## src/hw/rtl/pfm_pkg.sv

```systemverilog
// ----------------------------------------------------------------------------
// pfm_pkg
// shared widths, codes and request structs of the potential field motion step
// ----------------------------------------------------------------------------
package pfm_pkg;

  localparam int FRAC_BITS     = 8;
  localparam int COORD_BITS    = 10;
  localparam int POS_W         = COORD_BITS + FRAC_BITS;
  localparam int NUM_OBSTACLES = 16;
  localparam int OBS_IDX_W     = $clog2(NUM_OBSTACLES);
  localparam int NUM_WALLS     = 4;
  localparam int NUM_TERMS     = NUM_OBSTACLES + NUM_WALLS;
  localparam int TERM_W        = $clog2(NUM_TERMS);
  localparam int PUSH_W        = 24;
  localparam int ACC_W         = 32;

  localparam int DIV_NW        = 42;
  localparam int DIV_DW        = 20;
  localparam int DIV_CNT_W     = $clog2(DIV_NW + 1);
  localparam int SQ_RW         = 38;
  localparam int SQ_QW         = SQ_RW / 2;
  localparam int SQ_CNT_W      = $clog2(SQ_QW + 1);

  localparam int ONE           = 1 << FRAC_BITS;
  localparam int DMIN          = (ONE + 9) / 10;
  localparam int DIAG          = (7071 * ONE + 5000) / 10000;

  localparam logic [1:0] REQ_TICK  = 2'd0;
  localparam logic [1:0] REQ_WRITE = 2'd1;
  localparam logic [1:0] REQ_CLEAR = 2'd2;

  localparam logic [1:0] REG_GAIN   = 2'd0;
  localparam logic [1:0] REG_RADIUS = 2'd1;
  localparam logic [1:0] REG_WIDTH  = 2'd2;
  localparam logic [1:0] REG_HEIGHT = 2'd3;

  typedef struct packed {
    logic              start;
    logic [DIV_NW-1:0] num;
    logic [DIV_DW-1:0] den;
  } div_req_t;

  typedef struct packed {
    logic             start;
    logic [SQ_RW-1:0] rad;
  } sqrt_req_t;

endpackage

```

## src/hw/rtl/pfm_div.sv

```systemverilog
// ----------------------------------------------------------------------------
// pfm_div
// restoring unsigned divider, one quotient bit per cycle
// ----------------------------------------------------------------------------
module pfm_div import pfm_pkg::*; (
  input  logic              clk,
  input  logic              rst_n,
  input  div_req_t          req,
  output logic              done,
  output logic [DIV_NW-1:0] quo
);

  logic                 busy_r;
  logic                 done_r;
  logic [DIV_CNT_W-1:0] cnt_r;
  logic [DIV_DW-1:0]    rem_r;
  logic [DIV_NW-1:0]    quo_r;
  logic [DIV_DW-1:0]    den_r;

  logic [DIV_DW:0]      shifted;
  logic [DIV_DW:0]      trial;
  logic                 ge;
  logic [DIV_DW-1:0]    rem_nxt;

  always_comb begin
    shifted = {rem_r, quo_r[DIV_NW-1]};
    trial   = shifted - {1'b0, den_r};
    ge      = (shifted >= {1'b0, den_r});
    rem_nxt = ge ? trial[DIV_DW-1:0] : shifted[DIV_DW-1:0];
  end

  always_ff @(posedge clk) begin
    if (!rst_n) begin
      busy_r <= 1'b0;
      done_r <= 1'b0;
      cnt_r  <= '0;
    end else begin
      done_r <= 1'b0;
      if (req.start) begin
        busy_r <= 1'b1;
        cnt_r  <= DIV_CNT_W'(DIV_NW);
        rem_r  <= '0;
        quo_r  <= req.num;
        den_r  <= req.den;
      end else if (busy_r) begin
        rem_r <= rem_nxt;
        quo_r <= {quo_r[DIV_NW-2:0], ge};
        cnt_r <= cnt_r - DIV_CNT_W'(1);
        if (cnt_r == DIV_CNT_W'(1)) begin
          busy_r <= 1'b0;
          done_r <= 1'b1;
        end
      end
    end
  end

  assign done = done_r;
  assign quo  = quo_r;

endmodule

```

## src/hw/rtl/pfm_isqrt.sv

```systemverilog
// ----------------------------------------------------------------------------
// pfm_isqrt
// digit-by-digit integer square root, one root bit per cycle
// ----------------------------------------------------------------------------
module pfm_isqrt import pfm_pkg::*; (
  input  logic             clk,
  input  logic             rst_n,
  input  sqrt_req_t        req,
  output logic             done,
  output logic [SQ_QW-1:0] root
);

  logic                busy_r;
  logic                done_r;
  logic [SQ_CNT_W-1:0] cnt_r;
  logic [SQ_RW-1:0]    rad_r;
  logic [SQ_QW+1:0]    rem_r;
  logic [SQ_QW-1:0]    root_r;

  logic [SQ_QW+3:0]    shifted;
  logic [SQ_QW+3:0]    trial;
  logic                ge;
  logic [SQ_QW+3:0]    diffv;

  always_comb begin
    shifted = {rem_r, rad_r[SQ_RW-1:SQ_RW-2]};
    trial   = {2'b00, root_r, 2'b01};
    ge      = (shifted >= trial);
    diffv   = shifted - trial;
  end

  always_ff @(posedge clk) begin
    if (!rst_n) begin
      busy_r <= 1'b0;
      done_r <= 1'b0;
      cnt_r  <= '0;
    end else begin
      done_r <= 1'b0;
      if (req.start) begin
        busy_r <= 1'b1;
        cnt_r  <= SQ_CNT_W'(SQ_QW);
        rad_r  <= req.rad;
        rem_r  <= '0;
        root_r <= '0;
      end else if (busy_r) begin
        rem_r  <= ge ? diffv[SQ_QW+1:0] : shifted[SQ_QW+1:0];
        root_r <= {root_r[SQ_QW-2:0], ge};
        rad_r  <= {rad_r[SQ_RW-3:0], 2'b00};
        cnt_r  <= cnt_r - SQ_CNT_W'(1);
        if (cnt_r == SQ_CNT_W'(1)) begin
          busy_r <= 1'b0;
          done_r <= 1'b1;
        end
      end
    end
  end

  assign done = done_r;
  assign root = root_r;

endmodule

```

## src/hw/rtl/potential_field_motion_step.sv

```systemverilog
// ----------------------------------------------------------------------------
// potential_field_motion_step
// drone position update from commanded direction and wall/obstacle repulsion
// ----------------------------------------------------------------------------
// sequence: write, clear and unknown requests finish in the idle state; a tick
//   that leaves the drone unstarted goes straight to the output state; a moving
//   tick divides for the inverse radius, then takes each wall and occupied slot
//   in turn, with the shared divider and root unit
// throughput: one request at a time, next request taken when the sequencer idles
// reset: synchronous active low; position to field centre, obstacle table cleared
// ----------------------------------------------------------------------------
module potential_field_motion_step import pfm_pkg::*; (
  input  logic                     clk,
  input  logic                     rst_n,

  input  logic                     cfg_we,
  input  logic [1:0]               cfg_index,
  input  logic [17:0]              cfg_wdata,

  input  logic                     in_valid,
  output logic                     in_ready,
  input  logic [1:0]               in_req_type,
  input  logic signed [15:0]       in_command_x,
  input  logic signed [15:0]       in_command_y,
  input  logic [3:0]               in_entry_index,
  input  logic [9:0]               in_entry_x,
  input  logic [9:0]               in_entry_y,

  output logic                     out_valid,
  input  logic                     out_ready,
  output logic [17:0]              out_position_x_out,
  output logic [17:0]              out_position_y_out,
  output logic signed [23:0]       out_push_x,
  output logic signed [23:0]       out_push_y,
  output logic                     out_moving
);

  localparam logic [4:0] S_IDLE   = 5'd0;
  localparam logic [4:0] S_INVR   = 5'd1;
  localparam logic [4:0] S_INVR_W = 5'd2;
  localparam logic [4:0] S_TERM   = 5'd3;
  localparam logic [4:0] S_SQX    = 5'd4;
  localparam logic [4:0] S_SQY    = 5'd5;
  localparam logic [4:0] S_SQRT   = 5'd6;
  localparam logic [4:0] S_SQRT_W = 5'd7;
  localparam logic [4:0] S_CHK    = 5'd8;
  localparam logic [4:0] S_INVD_W = 5'd9;
  localparam logic [4:0] S_DIFF   = 5'd10;
  localparam logic [4:0] S_GAIN   = 5'd11;
  localparam logic [4:0] S_MAG    = 5'd12;
  localparam logic [4:0] S_TX_D   = 5'd13;
  localparam logic [4:0] S_TX_W   = 5'd14;
  localparam logic [4:0] S_TY_D   = 5'd15;
  localparam logic [4:0] S_TY_W   = 5'd16;
  localparam logic [4:0] S_MVX    = 5'd17;
  localparam logic [4:0] S_MVX_W  = 5'd18;
  localparam logic [4:0] S_MVY    = 5'd19;
  localparam logic [4:0] S_MVY_W  = 5'd20;
  localparam logic [4:0] S_OUT    = 5'd21;

  localparam logic [DIV_NW-1:0] INV_NUM = DIV_NW'(1) << (2 * FRAC_BITS);
  // x/100 as (x * ceil(2^30/100)) >> 30, exact over the whole move range
  localparam logic [23:0]       RECIP_100 = 24'd10737419;

  logic [4:0]                state_r, state_nxt;
  logic [TERM_W-1:0]         t_r;
  logic                      started_r;
  logic [POS_W-1:0]          drone_x_r, drone_y_r;
  logic [COORD_BITS-1:0]     obs_x_r [NUM_OBSTACLES];
  logic [COORD_BITS-1:0]     obs_y_r [NUM_OBSTACLES];
  logic [15:0]               gain_r;
  logic [17:0]               rho_r;
  logic [9:0]                wid_r, hgt_r;
  logic signed [9:0]         dirx_r, diry_r;
  logic [16:0]               inv_rho_r, inv_d_r;
  logic [DIV_DW-1:0]         d_r;
  logic [17:0]               ax_r, ay_r;
  logic                      negx_r, negy_r;
  logic [SQ_RW-1:0]          sumsq_r;
  logic [47:0]               prod_r;
  logic [22:0]               mag_r;
  logic signed [ACC_W-1:0]   accx_r, accy_r;
  logic signed [PUSH_W-1:0]  px_r, py_r;
  logic                      mneg_r;

  logic                      out_valid_r;
  logic [17:0]               out_px_r, out_py_r;
  logic signed [23:0]        out_pushx_r, out_pushy_r;
  logic                      out_moving_r;

  div_req_t                  div_req;
  logic                      div_done;
  logic [DIV_NW-1:0]         div_quo;
  sqrt_req_t                 sq_req;
  logic                      sq_done;
  logic [SQ_QW-1:0]          sq_root;

  logic                      accept;
  logic                      last_term;
  logic [TERM_W-1:0]         t_m4;
  logic [OBS_IDX_W-1:0]      obs_i;
  logic [COORD_BITS-1:0]     cur_ox, cur_oy;
  logic [9:0]                w_eff, h_eff;
  logic signed [19:0]        wall_d;
  logic [DIV_DW-1:0]         wall_df;
  logic signed [19:0]        dx, dy;
  logic [16:0]               diff;
  logic [22:0]               mag_c;
  logic signed [ACC_W-1:0]   mag_ext, q_ext;
  logic [23:0]               mul_a, mul_b;
  logic                      mul_en;
  logic signed [ACC_W-1:0]   acc_sel;
  logic signed [9:0]         dir_sel;
  logic signed [PUSH_W-1:0]  psat;
  logic signed [25:0]        mvnum;
  logic [25:0]               mvabs;
  logic signed [21:0]        mstep;
  logic [POS_W-1:0]          newpos;
  logic                      can_load;
  logic                      start_now;
  logic signed [1:0]         sgx, sgy;
  logic signed [9:0]         dxn, dyn;

  function automatic logic signed [1:0] dir_of(input logic signed [15:0] c);
    logic signed [19:0] c10;
    c10 = ({{4{c[15]}}, c} <<< 3) + ({{4{c[15]}}, c} <<< 1);
    if (c10 > 20'sd256) begin
      return 2'sd1;
    end else if (c10 < -20'sd256) begin
      return -2'sd1;
    end
    return 2'sd0;
  endfunction

  function automatic logic signed [PUSH_W-1:0] sat_push(input logic signed [ACC_W-1:0] v);
    if (v > ACC_W'(8388607)) begin
      return 24'sh7FFFFF;
    end else if (v < -ACC_W'(8388608)) begin
      return 24'sh800000;
    end
    return v[PUSH_W-1:0];
  endfunction

  function automatic logic [POS_W-1:0] clamp_pos(input logic signed [21:0] p,
                                                 input logic [9:0] dim);
    logic [9:0]        dm1;
    logic signed [21:0] hi;
    dm1 = dim - 10'd1;
    hi  = {4'b0000, dm1, 8'h00};
    if (p < 22'sd256) begin
      return POS_W'(ONE);
    end else if (p > hi) begin
      return hi[POS_W-1:0];
    end
    return p[POS_W-1:0];
  endfunction

  pfm_div u_div (
    .clk  (clk),
    .rst_n(rst_n),
    .req  (div_req),
    .done (div_done),
    .quo  (div_quo)
  );

  pfm_isqrt u_isqrt (
    .clk  (clk),
    .rst_n(rst_n),
    .req  (sq_req),
    .done (sq_done),
    .root (sq_root)
  );

  assign in_ready = (state_r == S_IDLE);
  assign accept   = in_valid && in_ready;
  assign can_load = !out_valid_r || out_ready;

  always_comb begin
    last_term = (t_r == TERM_W'(NUM_TERMS - 1));
    t_m4      = t_r - TERM_W'(NUM_WALLS);
    obs_i     = t_m4[OBS_IDX_W-1:0];
    cur_ox    = obs_x_r[obs_i];
    cur_oy    = obs_y_r[obs_i];
    w_eff     = (wid_r < 10'd2) ? 10'd2 : wid_r;
    h_eff     = (hgt_r < 10'd2) ? 10'd2 : hgt_r;

    case (t_r[1:0])
      2'd0:    wall_d = {2'b00, drone_x_r};
      2'd1:    wall_d = {2'b00, w_eff, 8'h00} - {2'b00, drone_x_r};
      2'd2:    wall_d = {2'b00, drone_y_r};
      default: wall_d = {2'b00, h_eff, 8'h00} - {2'b00, drone_y_r};
    endcase
    wall_df = (wall_d < 20'sd26) ? DIV_DW'(DMIN) : wall_d;

    dx = {2'b00, drone_x_r} - {2'b00, cur_ox, 8'h00};
    dy = {2'b00, drone_y_r} - {2'b00, cur_oy, 8'h00};

    diff    = inv_d_r - inv_rho_r;
    mag_c   = prod_r[30:8];
    mag_ext = {9'b0, mag_c};
    q_ext   = {9'b0, div_quo[22:0]};

    acc_sel = (state_r == S_MVX) ? accx_r : accy_r;
    dir_sel = (state_r == S_MVX) ? dirx_r : diry_r;
    psat    = sat_push(acc_sel);
    mvnum   = ({{16{dir_sel[9]}}, dir_sel} <<< 3) + ({{16{dir_sel[9]}}, dir_sel} <<< 1)
            + {{2{psat[23]}}, psat} + 26'sd50;
    mvabs   = mvnum[25] ? (26'd99 - mvnum) : mvnum;
    mstep   = mneg_r ? -$signed({4'b0000, prod_r[47:30]}) : $signed({4'b0000, prod_r[47:30]});
    newpos  = (state_r == S_MVX_W) ?
              clamp_pos({4'b0000, drone_x_r} + mstep, w_eff) :
              clamp_pos({4'b0000, drone_y_r} + mstep, h_eff);

    sgx       = dir_of(in_command_x);
    sgy       = dir_of(in_command_y);
    start_now = started_r || (sgx != 2'sd0) || (sgy != 2'sd0);
    if (sgx != 2'sd0 && sgy != 2'sd0) begin
      dxn = (sgx > 2'sd0) ? 10'(DIAG) : -10'(DIAG);
      dyn = (sgy > 2'sd0) ? 10'(DIAG) : -10'(DIAG);
    end else begin
      dxn = (sgx > 2'sd0) ? 10'(ONE) : ((sgx < 2'sd0) ? -10'(ONE) : 10'sd0);
      dyn = (sgy > 2'sd0) ? 10'(ONE) : ((sgy < 2'sd0) ? -10'(ONE) : 10'sd0);
    end
  end

  // shared multiplier operand select
  always_comb begin
    mul_en = 1'b1;
    mul_a  = '0;
    mul_b  = '0;
    case (state_r)
      S_SQX: begin
        mul_a = {6'b0, ax_r};
        mul_b = {6'b0, ax_r};
      end
      S_SQY: begin
        mul_a = {6'b0, ay_r};
        mul_b = {6'b0, ay_r};
      end
      S_DIFF: begin
        mul_a = {7'b0, diff};
        mul_b = {7'b0, diff};
      end
      S_GAIN: begin
        mul_a = {8'b0, gain_r};
        mul_b = {9'b0, prod_r[22:8]};
      end
      S_MAG: begin
        mul_a = {1'b0, mag_c};
        mul_b = {6'b0, ax_r};
      end
      S_TX_W: begin
        mul_a = {1'b0, mag_r};
        mul_b = {6'b0, ay_r};
      end
      S_MVX, S_MVY: begin
        mul_a = mvabs[23:0];
        mul_b = RECIP_100;
      end
      default: mul_en = 1'b0;
    endcase
  end

  always_comb begin
    div_req = '0;
    sq_req  = '0;
    case (state_r)
      S_INVR: begin
        div_req.start = 1'b1;
        div_req.num   = INV_NUM;
        div_req.den   = {2'b00, rho_r};
      end
      S_CHK: begin
        div_req.start = (d_r < {2'b00, rho_r});
        div_req.num   = INV_NUM;
        div_req.den   = d_r;
      end
      S_TX_D, S_TY_D: begin
        div_req.start = 1'b1;
        div_req.num   = prod_r[DIV_NW-1:0];
        div_req.den   = d_r;
      end
      S_SQRT: begin
        sq_req.start = 1'b1;
        sq_req.rad   = sumsq_r + prod_r[SQ_RW-1:0];
      end
      default: ;
    endcase
  end

  always_comb begin
    state_nxt = state_r;
    case (state_r)
      S_IDLE: begin
        if (accept && in_req_type == REQ_TICK) begin
          state_nxt = start_now ? S_INVR : S_OUT;
        end
      end
      S_INVR:   state_nxt = S_INVR_W;
      S_INVR_W: if (div_done) state_nxt = S_TERM;
      S_TERM: begin
        if (t_r < TERM_W'(NUM_WALLS)) begin
          state_nxt = S_CHK;
        end else if (cur_ox == '0) begin
          state_nxt = last_term ? S_MVX : S_TERM;
        end else begin
          state_nxt = S_SQX;
        end
      end
      S_SQX:    state_nxt = S_SQY;
      S_SQY:    state_nxt = S_SQRT;
      S_SQRT:   state_nxt = S_SQRT_W;
      S_SQRT_W: if (sq_done) state_nxt = S_CHK;
      S_CHK: begin
        if (d_r < {2'b00, rho_r}) begin
          state_nxt = S_INVD_W;
        end else begin
          state_nxt = last_term ? S_MVX : S_TERM;
        end
      end
      S_INVD_W: if (div_done) state_nxt = S_DIFF;
      S_DIFF:   state_nxt = S_GAIN;
      S_GAIN:   state_nxt = S_MAG;
      S_MAG: begin
        if (t_r < TERM_W'(NUM_WALLS)) begin
          state_nxt = last_term ? S_MVX : S_TERM;
        end else begin
          state_nxt = S_TX_D;
        end
      end
      S_TX_D:   state_nxt = S_TX_W;
      S_TX_W:   if (div_done) state_nxt = S_TY_D;
      S_TY_D:   state_nxt = S_TY_W;
      S_TY_W:   if (div_done) state_nxt = last_term ? S_MVX : S_TERM;
      S_MVX:    state_nxt = S_MVX_W;
      S_MVX_W:  state_nxt = S_MVY;
      S_MVY:    state_nxt = S_MVY_W;
      S_MVY_W:  state_nxt = S_OUT;
      S_OUT:    if (can_load) state_nxt = S_IDLE;
      default:  state_nxt = S_IDLE;
    endcase
  end

  always_ff @(posedge clk) begin
    if (!rst_n) begin
      state_r     <= S_IDLE;
      t_r         <= '0;
      started_r   <= 1'b0;
      drone_x_r   <= POS_W'(40 * ONE);
      drone_y_r   <= POS_W'(20 * ONE);
      gain_r      <= 16'd256;
      rho_r       <= 18'd1280;
      wid_r       <= 10'd80;
      hgt_r       <= 10'd40;
      out_valid_r <= 1'b0;
      for (int i = 0; i < NUM_OBSTACLES; i++) begin
        obs_x_r[i] <= '0;
        obs_y_r[i] <= '0;
      end
    end else begin
      state_r <= state_nxt;

      if (cfg_we) begin
        case (cfg_index)
          REG_GAIN:   gain_r <= cfg_wdata[15:0];
          REG_RADIUS: rho_r  <= cfg_wdata[17:0];
          REG_WIDTH:  wid_r  <= cfg_wdata[9:0];
          REG_HEIGHT: hgt_r  <= cfg_wdata[9:0];
          default: ;
        endcase
      end

      if (mul_en) begin
        prod_r <= mul_a * mul_b;
      end

      if (state_nxt == S_TERM && state_r != S_INVR_W) begin
        t_r <= t_r + TERM_W'(1);
      end

      if (out_valid_r && out_ready && state_r != S_OUT) begin
        out_valid_r <= 1'b0;
      end

      case (state_r)
        S_IDLE: begin
          if (accept) begin
            case (in_req_type)
              REQ_TICK: begin
                started_r <= start_now;
                dirx_r    <= dxn;
                diry_r    <= dyn;
                accx_r    <= '0;
                accy_r    <= '0;
                px_r      <= '0;
                py_r      <= '0;
                t_r       <= '0;
              end
              REQ_WRITE: begin
                obs_x_r[in_entry_index[OBS_IDX_W-1:0]] <= in_entry_x[COORD_BITS-1:0];
                obs_y_r[in_entry_index[OBS_IDX_W-1:0]] <= in_entry_y[COORD_BITS-1:0];
              end
              REQ_CLEAR: begin
                for (int i = 0; i < NUM_OBSTACLES; i++) begin
                  obs_x_r[i] <= '0;
                  obs_y_r[i] <= '0;
                end
              end
              default: ;
            endcase
          end
        end
        S_INVR_W: if (div_done) inv_rho_r <= div_quo[16:0];
        S_TERM: begin
          if (t_r < TERM_W'(NUM_WALLS)) begin
            d_r <= wall_df;
          end else begin
            negx_r <= dx[19];
            negy_r <= dy[19];
            ax_r   <= dx[19] ? 18'(-dx) : dx[17:0];
            ay_r   <= dy[19] ? 18'(-dy) : dy[17:0];
          end
        end
        S_SQY: sumsq_r <= prod_r[SQ_RW-1:0];
        S_SQRT_W: begin
          if (sq_done) begin
            d_r <= (sq_root < SQ_QW'(DMIN)) ? DIV_DW'(DMIN) : {1'b0, sq_root};
          end
        end
        S_INVD_W: if (div_done) inv_d_r <= div_quo[16:0];
        S_MAG: begin
          mag_r <= mag_c;
          if (t_r < TERM_W'(NUM_WALLS)) begin
            case (t_r[1:0])
              2'd0:    accx_r <= accx_r + mag_ext;
              2'd1:    accx_r <= accx_r - mag_ext;
              2'd2:    accy_r <= accy_r + mag_ext;
              default: accy_r <= accy_r - mag_ext;
            endcase
          end
        end
        S_TX_W: begin
          if (div_done) begin
            accx_r <= negx_r ? accx_r - q_ext : accx_r + q_ext;
          end
        end
        S_TY_W: begin
          if (div_done) begin
            accy_r <= negy_r ? accy_r - q_ext : accy_r + q_ext;
          end
        end
        S_MVX: begin
          px_r   <= psat;
          mneg_r <= mvnum[25];
        end
        S_MVX_W: drone_x_r <= newpos;
        S_MVY: begin
          py_r   <= psat;
          mneg_r <= mvnum[25];
        end
        S_MVY_W: drone_y_r <= newpos;
        S_OUT: begin
          if (can_load) begin
            out_valid_r  <= 1'b1;
            out_px_r     <= drone_x_r;
            out_py_r     <= drone_y_r;
            out_pushx_r  <= px_r;
            out_pushy_r  <= py_r;
            out_moving_r <= started_r;
          end
        end
        default: ;
      endcase
    end
  end

  assign out_valid          = out_valid_r;
  assign out_position_x_out = out_px_r;
  assign out_position_y_out = out_py_r;
  assign out_push_x         = out_pushx_r;
  assign out_push_y         = out_pushy_r;
  assign out_moving         = out_moving_r;

endmodule

```

## config.mk

```make
export PLATFORM = sky130hd
export DESIGN_NAME = potential_field_motion_step
export DESIGN_NICKNAME = d
export VERILOG_FILES = /design/src/hw/rtl/pfm_pkg.sv /design/src/hw/rtl/pfm_div.sv /design/src/hw/rtl/pfm_isqrt.sv /design/src/hw/rtl/potential_field_motion_step.sv
export SDC_FILE = /design/constraint.sdc
export NUM_CORES = 2
export LEC_CHECK = 0
export ABC_AREA = 1
export BUFFER_PORTS_ARGS = -buffer_cell sky130_fd_sc_hd__buf_2
export CORE_AREA = 5 5 428 430
export CTS_CLUSTER_DIAMETER = 100
export DETAILED_ROUTE_END_ITERATION = 8
export DIE_AREA = 0 0 433 435
export GPL_ROUTABILITY_DRIVEN = 0
export PLACE_DENSITY_LB_ADDON = 0.15
export SLEW_MARGIN = 20
export SYNTH_ARGS = -nofsm -noshare
export SYNTH_HDL_FRONTEND = slang
export SYNTH_SLANG_ARGS = --single-unit
```

## constraint.sdc

```tcl
create_clock -name clk -period 10.3 [get_ports clk]
set_clock_uncertainty 0.2 [all_clocks]
set_input_delay 1.03 -clock clk [delete_from_list [all_inputs] [get_ports clk]]
set_output_delay 1.03 -clock clk [all_outputs]
set_load 0.005 [all_outputs]
```

==> run_summary.xml <==
<?xml version="1.0" encoding="UTF-8"?>
<metrics>
  <group name="power_and_ir_drop">
    <metric name="max_ir_drop_vdd" unit="mV">0.155</metric>
    <metric name="cellLeakagePower" unit="nW">43.4</metric>
    <metric name="powerDensity" unit="nW/um2">102</metric>
  </group>
  <group name="logic_synthesis">
    <metric name="post_synth_instance_area" unit="um2">80100</metric>
    <metric name="synth_cells" unit="">9746</metric>
    <metric name="ys.flop_type" unit="">edfxtp_1</metric>
    <metric name="postSynthAreaPerCell" unit="um2">8.22</metric>
    <metric name="part_of_the_yosys_area_used_for_sequential_elements" unit="%">36.2</metric>
    <metric name="synth_cell_type_count" unit="">76</metric>
    <metric name="synth-seq-cells" unit="">1005</metric>
    <metric name="synth-async-reset-ratio" unit="%">0</metric>
    <metric name="synthesis.yosys.warnings" unit="">0</metric>
    <metric name="count_of_flip_flops_with_a_built_in_enable_after_synthesis" unit="">888</metric>
  </group>
  <group name="drt">
    <metric name="detailedRoute.firstIterationViolations" unit="">6953</metric>
    <metric name="vias" unit="">71800</metric>
    <metric name="drt-total-wl" unit="mm">279</metric>
    <metric name="drt_pass1_iterations" unit="">7</metric>
    <metric name="drcViolationCount" unit="">0</metric>
    <metric name="wire_per_inst" unit="um">21.7</metric>
    <metric name="drt-vias-per-instance" unit="">5.58</metric>
    <metric name="detail-route-antenna-nets" unit="">0</metric>
  </group>
  <group name="clock_network">
    <metric name="clk_latency" unit="ps">800</metric>
    <metric name="cts_tree" unit="">built</metric>
    <metric name="clk_root_buffer_cell" unit="">clkbuf_16</metric>
    <metric name="clockBufferDepth" unit="">3</metric>
    <metric name="htree_levels" unit="">3</metric>
    <metric name="cts_made_buffers" unit="">112</metric>
    <metric name="clock_sinks" unit="">1005</metric>
    <metric name="register_clock_pin_slew_on_the_reported_worst_setup_and_hold_paths" unit="ps">60</metric>
  </group>
  <group name="critical_path">
    <metric name="crit_required" unit="ps">10580</metric>
    <metric name="timing.critical_path.slowest_cell_delay" unit="ps">590</metric>
    <metric name="timing_worst_setup_path_type" unit="">reg2reg</metric>
    <metric name="crit_path_start_kind" unit="">flip-flop</metric>
    <metric name="cell_repeated_most_along_the_worst_path" unit="">fa_1</metric>
    <metric name="cp_data_arrival_time" unit="ps">11490</metric>
    <metric name="top_fanout_value_on_the_critical_path" unit="">6</metric>
    <metric name="worst_setup_path_end_kind" unit="">flip-flop</metric>
    <metric name="crit_path_top_delay_cell" unit="">fa_1</metric>
  </group>
  <group name="hold_path">
    <metric name="hp-class" unit="">reg2reg</metric>
  </group>
  <group name="global_route">
    <metric name="via_count_of_the_first_global_routing_pass" unit="">70100</metric>
    <metric name="grt_pass1_wl" unit="mm">417</metric>
    <metric name="number_of_antenna_violations_at_the_first_check_in_global_routing" unit="">6</metric>
    <metric name="grt-ovfl-total" unit="">0</metric>
    <metric name="grt_max_degree" unit="">88</metric>
    <metric name="grt.total_usage" unit="%">28.7</metric>
  </group>
  <group name="final_layout">
    <metric name="non_filler_cells_in_the_finished_layout" unit="">12900</metric>
    <metric name="design.final.nets" unit="">11500</metric>
    <metric name="utilization" unit="%">52.9</metric>
    <metric name="most_common_cell_after_layout_fill_and_taps_aside" unit="">nand2_1</metric>
    <metric name="final_cell_mix" unit="">1925 x nand2_1, 1344 x inv_1, 1100 x nor2_1, 888 x edfxtp_1, 607 x a21oi_1</metric>
    <metric name="area_delta_synth_final" unit="%">18.5</metric>
    <metric name="layout-drive-gt1-share" unit="%">15.7</metric>
  </group>
  <group name="sta">
    <metric name="achievable-frequency" unit="MHz">89.2</metric>
    <metric name="grt_setup_unrepaired" unit="">yes</metric>
    <metric name="slew_of_the_pin_with_the_lowest_slew_margin" unit="ps">1320</metric>
    <metric name="setup_viol_count_final" unit="">35</metric>
    <metric name="period_share" unit="%">109</metric>
    <metric name="layout_min_cycle_time" unit="ps">11210</metric>
    <metric name="final-hold-violation-count" unit="">0</metric>
    <metric name="timing_max_transition_violations_final" unit="">0</metric>
    <metric name="slew-limit-headroom" unit="%">12.2</metric>
    <metric name="timing.final.ws_setup" unit="ps">-911</metric>
  </group>
  <group name="floorplan">
    <metric name="core.rowCount" unit="">156</metric>
    <metric name="die_area" unit="um2">188000</metric>
    <metric name="die_span_in_y" unit="um">435</metric>
    <metric name="core_ar" unit="um2">179000</metric>
    <metric name="starting_density_of_the_core" unit="%">44.7</metric>
    <metric name="floorplan.io_pins" unit="">170</metric>
    <metric name="fp.dieW" unit="um">433</metric>
  </group>
  <group name="place">
    <metric name="port_buffers" unit="">169</metric>
    <metric name="post-dp-hpwl" unit="mm">212</metric>
    <metric name="place_worst_setup_slack" unit="ps">-1110</metric>
    <metric name="place.detailed.instances" unit="">12500</metric>
  </group>
  <group name="run_status">
    <metric name="status" unit="">complete, but fails checks</metric>
    <metric name="violated_checks" unit="">negative setup slack</metric>
  </group>
  <group name="job">
    <metric name="maxCapViolations" unit="">0</metric>
  </group>
</metrics>
==> cell usage after synthesis, drive strengths merged (18+ instances only) <==
master | instances | area, um2
a211oi | 18 | 135
a21boi | 18 | 139
a21o | 19 | 143
a21oi | 654 | 3280
a31oi | 74 | 463
buf | 135 | 724
clkbuf | 203 | 762
dfxtp | 117 | 2340
edfxtp | 888 | 26700
fa | 406 | 8130
ha | 609 | 7620
inv | 1445 | 5430
mux2i | 19 | 190
nand2 | 2045 | 7720
nand3 | 418 | 2130
nand3b | 27 | 203
nand4 | 116 | 732
nor2 | 1173 | 4550
nor3 | 68 | 355
nor4 | 36 | 231
o211ai | 40 | 300
o21a | 31 | 233
o21ai | 652 | 3290
o221ai | 47 | 412
o22ai | 52 | 325
or2 | 45 | 282
xnor2 | 92 | 821
xor2 | 165 | 1450
==> worst paths after layout <==
check | slack (ps) | start | depth (start not counted) | end
hold reg to reg | 190 | py_r[5]$_SDFFCE_PN0P_ | 0 | out_push_y[5]$_DFFE_PP_
hold / removal | 190 | py_r[5]$_SDFFCE_PN0P_ | 0 | out_push_y[5]$_DFFE_PP_
setup / recovery | -910 | state_r[4]$_SDFF_PN0_ | 53 | prod_r[40]$_DFFE_PP_
setup reg to reg | -910 | state_r[4]$_SDFF_PN0_ | 53 | prod_r[40]$_DFFE_PP_
==> layout make-up <==
cell class,count,area (um2)
Antenna cell,5,12.5
Clock buffer,154,3090
Clock inverter,51,614
Fill cell,16600,84400
Inverter,1454,5490
Multi-Input combinational cell,6956,47000
Sequential cell,1005,29000
Tap cell,2370,2970
Timing Repair Buffer,867,6780
==> layer usage <==
layer | track usage [%] | part of all wire [%] | up-vias
li1 | - | - | 33600
met1 | 37.3 | 40 | 34400
met2 | 45.0 | 45 | 3109
met3 | 6.09 | 8.8 | 727
met4 | 15.5 | 6.4 | 2
met5 | 0 | 0.0047 | -
==> flip-flops by register name, summed over array words and instances, names as in the netlist, 19 cells and up <==
register / count
obs_x_r: 160
obs_y_r: 160
prod_r: 48
u_div.quo: 42
sumsq_r: 38
u_isqrt.rad_r: 38
accx_r: 32
accy_r: 32
out_push_x: 24
out_push_y: 24
px_r: 24
py_r: 24
mag_r: 23
u_isqrt.rem_r: 21
d_r: 20
u_div.den_r: 20
u_div.rem_r: 20
u_isqrt.root: 19
==> where the power goes <==
| group | switching [mW] | total, mW | internal [mW] |
|---|---|---|---|
| sequential | 0.0457 | 4.56 | 4.52 |
| combinational | 0.680 | 1.07 | 0.389 |
| clock | 1.76 | 4.05 | 2.29 |
| total | 2.48 | 9.68 | 7.20 |
==> critical path: cells and delay by family (launching register included) <==
kind	cells	cell delay (ps)
and+or+nand+nor	18	2120
adders and majority gates	12	5120
AOI/OAI and AO/OA	9	1700
buffers and inverters	12	1000
DFF	1	470
xor gates and xnor gates	2	240
==> per-stage QoR <==
stage	hold slack, ps	instance area (um2)	TNS [ps]	power (mW)
after floorplan	200	80700	-2950	5.23
after global placement	200	87300	-22880	5.59
after detailed placement	205	87300	-28190	5.60
after CTS	196	93200	-14180	9.69
after global routing	217	94900	-36790	10.0
final	193	94900	-20530	9.68
==> cell families after synthesis <==
family	count (synthesis)	share of synthesized area [%]
AOI/OAI and AO/OA	1709	12.0
xor gates and xnor gates	257	2.83
adders and majority gates	1015	19.7
buffers and inverters	1792	8.67
DFF	1005	36.2
muxes	19	0.237
other	2	0.00937
and+or+nand+nor	3947	20.4
==> timing repair <==
item	4_1_cts	5_1_grt
setup endpoints to repair	37	39
gates resized for setup	282	298
gates cloned	5	1
pin swaps	195	203
buffers inserted	95	75
hold buffers	0	0
(Power assumes the default switching activity.)
